**src/ter_pkg.sv**
```systemverilog
// Shared types and constants for the triangle edge rasterizer.
package ter_pkg;

	localparam int CoordBits = 16;
	localparam int DiffBits  = CoordBits + 1;
	localparam int ProdBits  = 2 * DiffBits;
	localparam int EdgeBits  = ProdBits + 2;
	localparam int PixBits   = 12;
	localparam int FrameBits = 13;
	localparam int ColorBits = 32;
	localparam int MaxDim    = 4096;

	localparam logic [FrameBits-1:0] FrameWidthRst  = FrameBits'(640);
	localparam logic [FrameBits-1:0] FrameHeightRst = FrameBits'(480);

	typedef enum logic {
		REQ_START = 1'b0,
		REQ_STEP  = 1'b1
	} req_t;

	typedef enum logic {
		CFG_FRAME_WIDTH  = 1'b0,
		CFG_FRAME_HEIGHT = 1'b1
	} cfg_idx_t;

	typedef logic signed [CoordBits-1:0] coord_t;
	typedef logic signed [DiffBits-1:0]  diff_t;
	typedef logic signed [ProdBits-1:0]  prod_t;
	typedef logic signed [EdgeBits-1:0]  edge_t;
	typedef logic [PixBits-1:0]          pix_t;
	typedef logic [ColorBits-1:0]        color_t;

	typedef struct packed {
		pix_t   x;
		pix_t   y;
		color_t color;
		logic   wr;
		logic   last;
	} pixel_t;

	// everything the walker needs to start a new triangle
	typedef struct packed {
		pix_t        min_x;
		pix_t        max_x;
		pix_t        min_y;
		pix_t        max_y;
		edge_t [2:0] w;
		diff_t [2:0] inc_x;
		diff_t [2:0] inc_y;
		logic        area_pos;
		color_t      color;
	} walk_load_t;

	typedef struct packed {
		logic busy;
		logic done;
		logic degen;
	} setup_stat_t;

	localparam pixel_t IdlePixel = '{x: '0, y: '0, color: '0, wr: 1'b0, last: 1'b1};

endpackage

```
**src/ter_obuf.sv**
```systemverilog
// Two-entry output register with skid stage.
module ter_obuf (
	input  logic            clk,
	input  logic            arst_n,
	input  logic            push,
	input  ter_pkg::pixel_t push_data,
	output logic            room,
	output logic            out_valid,
	input  logic            out_stall,
	output ter_pkg::pixel_t out_data
);
	import ter_pkg::*;

	logic   o_v_q, k_v_q;
	pixel_t o_q, k_q;
	logic   pop;

	assign pop       = o_v_q & ~out_stall;
	assign room      = ~k_v_q;
	assign out_valid = o_v_q;
	assign out_data  = o_q;

	always_ff @(posedge clk or negedge arst_n) begin
		if (!arst_n) begin
			o_v_q <= 1'b0;
			k_v_q <= 1'b0;
		end else if (pop) begin
			if (k_v_q) begin
				k_v_q <= 1'b0;
			end else begin
				o_v_q <= push;
			end
		end else if (push) begin
			if (o_v_q) begin
				k_v_q <= 1'b1;
			end else begin
				o_v_q <= 1'b1;
			end
		end
	end

	always_ff @(posedge clk) begin
		if (pop) begin
			if (k_v_q) begin
				o_q <= k_q;
			end else if (push) begin
				o_q <= push_data;
			end
		end else if (push) begin
			if (o_v_q) begin
				k_q <= push_data;
			end else begin
				o_q <= push_data;
			end
		end
	end

endmodule

```
**config.mk**
```make
export PLATFORM = sky130hd
export DESIGN_NAME = ter_obuf
export DESIGN_NICKNAME = d
export VERILOG_FILES = /design/src/ter_pkg.sv /design/src/ter_obuf.sv
export SDC_FILE = /design/constraint.sdc
export NUM_CORES = 1
export LEC_CHECK = 0
export BUFFER_PORTS_ARGS = -buffer_cell sky130_fd_sc_hd__buf_2
export CAP_MARGIN = 20
export CORE_MARGIN = 1.5
export CORE_UTILIZATION = 48
export CTS_BUF_LIST = sky130_fd_sc_hd__clkbuf_8
export DETAILED_ROUTE_END_ITERATION = 10
export HOLD_SLACK_MARGIN = 0.02
export PLACE_DENSITY = 0.77
export SLEW_MARGIN = 20
export SYNTH_ARGS = -nofsm -noshare
export SYNTH_HDL_FRONTEND = slang
export SYNTH_SLANG_ARGS = --single-unit
```
**constraint.sdc**
```tcl
create_clock -name clk -period 3.55 [get_ports clk]
set_clock_uncertainty 0.05 [all_clocks]
set_input_delay 0.355 -clock clk [delete_from_list [all_inputs] [get_ports clk]]
set_output_delay 0.355 -clock clk [all_outputs]
set_load 0.01 [all_outputs]
```
* Word-level counts from Yosys, hierarchy flattened
Cells that the tools add are included.
** Storage, ports and cells
- Input port bits :: 62
- Register bits after elaboration :: 118
- Output and inout port bits :: 60
- Logic and storage cells :: 36
** Operators by class
- Bitwise gates (word level) :: 4
- Reductions and logical operators :: 7
- Multiplexer cells :: 11
- Eq/ne operators :: 2
** Operators with widths (number)
- $mux 58 :: 5
- $mux 1 :: 6
- $reduce_and 3->1 :: 2
- $reduce_bool 2->1 :: 3
- $reduce_and 2->1 :: 2
- $not 1->1 :: 3
- $ne 2x1->1 const B :: 1
- $ne 2x2->1 const B :: 1
- $and 1x1->1 :: 1

* Longest topological paths before layout
- Word-level depth :: 4
- Depth in mapped cells :: 4

* Least setup slack after synthesis
Ideal clock, no wire load.
- Path type :: register -> register
- From :: reg o_v_q, in the netlist out_valid
- To :: reg o_q, in the netlist out_data[0] (enable)
- Data required time :: 3.007 ns
- Data arrival time :: 3.410 ns
- Stages on the path, launching flop included :: 3
- Period minus slack after synthesis :: 3.953 ns
- Slack :: -0.403 ns
- Library setup time :: 0.493 ns
- Path through :: dfrtp_1 > a21oi_1 > a21oi_1
** Between the ends
- Cells in the longest elaborated chain, start to end :: 3
** RTL lines
- start: declaration :: line ter_obuf.sv:14 : logic o_v_q, k_v_q;
- start signal: assignment :: line ter_obuf.sv:31 : o_v_q <= push;
- $and 1x1->1 :: line ter_obuf.sv:18 : assign pop = o_v_q & ~out_stall;
- $ne 2x1->1 (no line) / $reduce_bool 2->1 (equally long branches)
- $reduce_and 3->1 (no line) (*)
- end signal: assignment :: line ter_obuf.sv:45 : o_q <= k_q;
- end signal: assignment :: line ter_obuf.sv:47 : o_q <= push_data;
- end signal: assignment :: line ter_obuf.sv:53 : o_q <= push_data;
- end: declaration :: line ter_obuf.sv:15 : pixel_t o_q, k_q;
Every way passes the cells marked *; elsewhere a longest branch is shown, timed or not.
A chain may end at the register's enable or synchronous reset.

* Worst setup path in the final report
- From :: reg o_v_q, in the netlist out_valid
- To :: reg o_q, in the netlist out_data[28] (data pin)
** Between the ends
- Cells in the longest elaborated chain, start to end :: 2
** RTL lines
- $and 1x1->1 :: line ter_obuf.sv:18
- $mux 58 :: line ter_obuf.sv:43 : if (pop) begin
No other way between the ends.

==> out/qor.txt <==
first-pass GRT wire length: 11.59 mm
CTS clk-pin slew, worst paths: 70 ps
multi-input logic area: 798.3 sq um
met1 Usage GRT: 20.43%
Peak Freq: 0.4537 GHz
routability cong.: 0.7125
Slew Limit Fails: 0
largest net degree at the start of global routing: 59
startpoint types: flip-flop
row count: 34
Most used DFF post-synth: edfxtp_1
Yosys reg bits: 118
ant diodes: 0
fin nets: 392
Setup Fix Bufs, Post-CTS: 0
MaxCap Viol Count: 0
drt pass-1 iters: 4
Top Ports: 122
R2R Path Start: out_valid$_DFFE_PN0P_
fin crit share: 62.09%
top post-synthesis cells by area: edfxtp_1 (80%), mux2_2 (9.8%), mux2_4 (6.9%)
CTS max path bufs: 2
CTS Buf Count: 17
1st-iter DRT viols: 123
sequential area share after synthesis: 80.92%
most frequent cell after synthesis: edfxtp_1
drt via density: 4.958
share of layout cells above drive strength 1: 62.68%
Syn Nets: 254
Top Usage Layer GRT: met2
PwrDens: 615.8 mW/mm^2
Avg WL per Cell: 16.16 um
GR Util met3: 6.586%
gr usage total: 15.73%
fin crit period: 2204 ps
Die W: 98.38 um
area taken by flip-flops and latches: 0.003533 sq mm
latest clock arrival within the worst-skew pair: 410 ps
GRT met2 Usage: 23.97%
Post-synth EDFFs: 116
post-synth top area share: 79.77%
vias in the first global route: 2345
Crit. Startpoint: out_valid$_DFFE_PN0P_
CP Data Arrival Time: 2310 ps
hold crit path type: input port to flip-flop
Worst EP required: 3650 ps
VDD IR max: 363.0 uV
Leak: 2.231 nW
syn_area_per_cell: 22.74 sq um
TritonCTS clock tree: yes
Synth async-reset ratio: 1.695%
Initial Utilization: 49.83%
WS Path Type: flip-flop to flip-flop
Synth warnings: 0
crit path capture type: flip-flop
Slew HR: 37.23%
final-layout fill cell count: 641
setup TNS: 0 ps
antenna violations before repair: 0
GR Overflow Total: 0
H-tree Lvls: 4
Unique masters post-synth: 12
WHS: 85.21 ps
most frequent cells after synthesis: edfxtp_1 (116), mux2_2 (38), mux2_4 (20)
area delta synth->final: 27.82%
hold path startpoint: push_data[27]
setup violators final: 0
die height: 98.38 um
DRC errors left: 0
mapped cell area: 0.004367 sq mm
die area: 0.009679 sq mm
Max FO, Critical Path: 58
Clock Root Buffer: clkbuf_8
status: finished clean
Mapped Cells: 192
final wirelength: 7.286 mm
Final Hold Violating Endpoints: 0
Final HPWL DP: 4.568 mm
worst slew pin tran: 941.6 ps
Yosys top cell by area: edfxtp_1
total clock sinks: 118
antenna-violating nets left: 0
PortBufs: 121
core area: 0.008763 sq mm
via count: 2236
RSZ-0062 raised after global routing: false
[layout by cell type (no fill, tap or decap)]
master / netlist / routed
o21ai_0: 1 / 1
mux2_2: 38 / 38
inv_1: 2 / 3
dlygate4sd3_1: 0 / 1
buf_4: 0 / 3
nand3b_4: 0 / 1
bufinv_16: 0 / 6
clkbuf_8: 0 / 17
clkinv_2: 0 / 3
a21oi_4: 0 / 1
buf_2: 3 / 121
edfxtp_1: 116 / 116
mux2_4: 20 / 20
and3_2: 0 / 1
nand2b_1: 1 / 1
clkinvlp_4: 0 / 2
a21oi_1: 4 / 3
clkinv_4: 0 / 2
clkinv_1: 0 / 1
dfrtp_1: 2 / 2
[critical path, cell delays in order (launching register included)]
cell and delay, ps:
dfrtp_1 530, nand3b_4 720, mux2_2 580
[what timing repair did]
item / 4_1_cts / 5_1_grt
resized for setup: 0 / 0
setup endpoints to repair: 0 / 0
hold buffers: 1 / 0
endpoints found under the hold margin: 2 / 0
[worst paths after layout]
| check | end | cells after the start | slack, ps |
|---|---|---|---|
| hold / removal | k_q[27]$_DFFE_PP_ | 1 | 90 |
| setup reg to reg | out_data[28]$_DFFE_PP_ | 2 | 1350 |
| hold reg to reg | out_data[53]$_DFFE_PP_ | 1 | 500 |
| min in group asynchronous | k_v_q$_DFFE_PN0P_ | 2 | 210 |
| setup / recovery | out_data[28]$_DFFE_PP_ | 2 | 1350 |
| max in group asynchronous | out_valid$_DFFE_PN0P_ | 2 | 3150 |
[sequential cells by signal (all words and copies together), names as in the netlist]
name,flops
out_data,58
out_valid,1
k_q,58
k_v_q,1
[area by class of cell]
type	instances	area share [%]
clock inverter	15	4.214
clock buffer	17	4.192
multi-input combinational	66	14.30
timing repair buffer	125	11.43
tap	108	2.421
sequential	118	63.30
inverter	2	0.1345
[metal layers]
| layer | vias up | share of wire (%) |
|---|---|---|
| li1 | 1043 | - |
| met1 | 1101 | 44 |
| met2 | 85 | 49 |
| met3 | 7 | 6.9 |
| met4 | 0 | 0.99 |
| met5 | - | 0 |
[power breakdown]
| part | internal [mW] | switching (mW) |
|---|---|---|
| Combinational | 0.155 | 0.168 |
| Clock | 0.900 | 0.521 |
| Sequential | 1.66 | 0.0294 |
| Total | 2.72 | 0.718 |
[cell families (layout without fill, tap and decap cells)]
kind of cell	after synthesis	after routing	synth area share, %
AO/OA/AOI/OAI	5	5	0.5730
buffers and inverters	8	159	1.289
flip-flops	118	118	80.92
multiplexers	58	58	16.68
AND/OR/NAND/NOR	3	3	0.5446
[stage by stage]
stage / utilization, % / worst slack, ps / instances / cell area, sq um / power (mW)
final: 63.69 / 1346 / 451 / 5582 / 3.437
after detailed placement: 58.22 / 1342 / 418 / 5102 / 2.052
after global routing: 63.69 / 1212 / 451 / 5582 / 3.565
after global placement: 58.22 / 1363 / 418 / 5102 / 2.040
after floorplan: - / 858.2 / 192 / 4370 / 1.912
after CTS: 63.69 / 1334 / 451 / 5582 / 3.475
(Power assumes the default switching activity.)
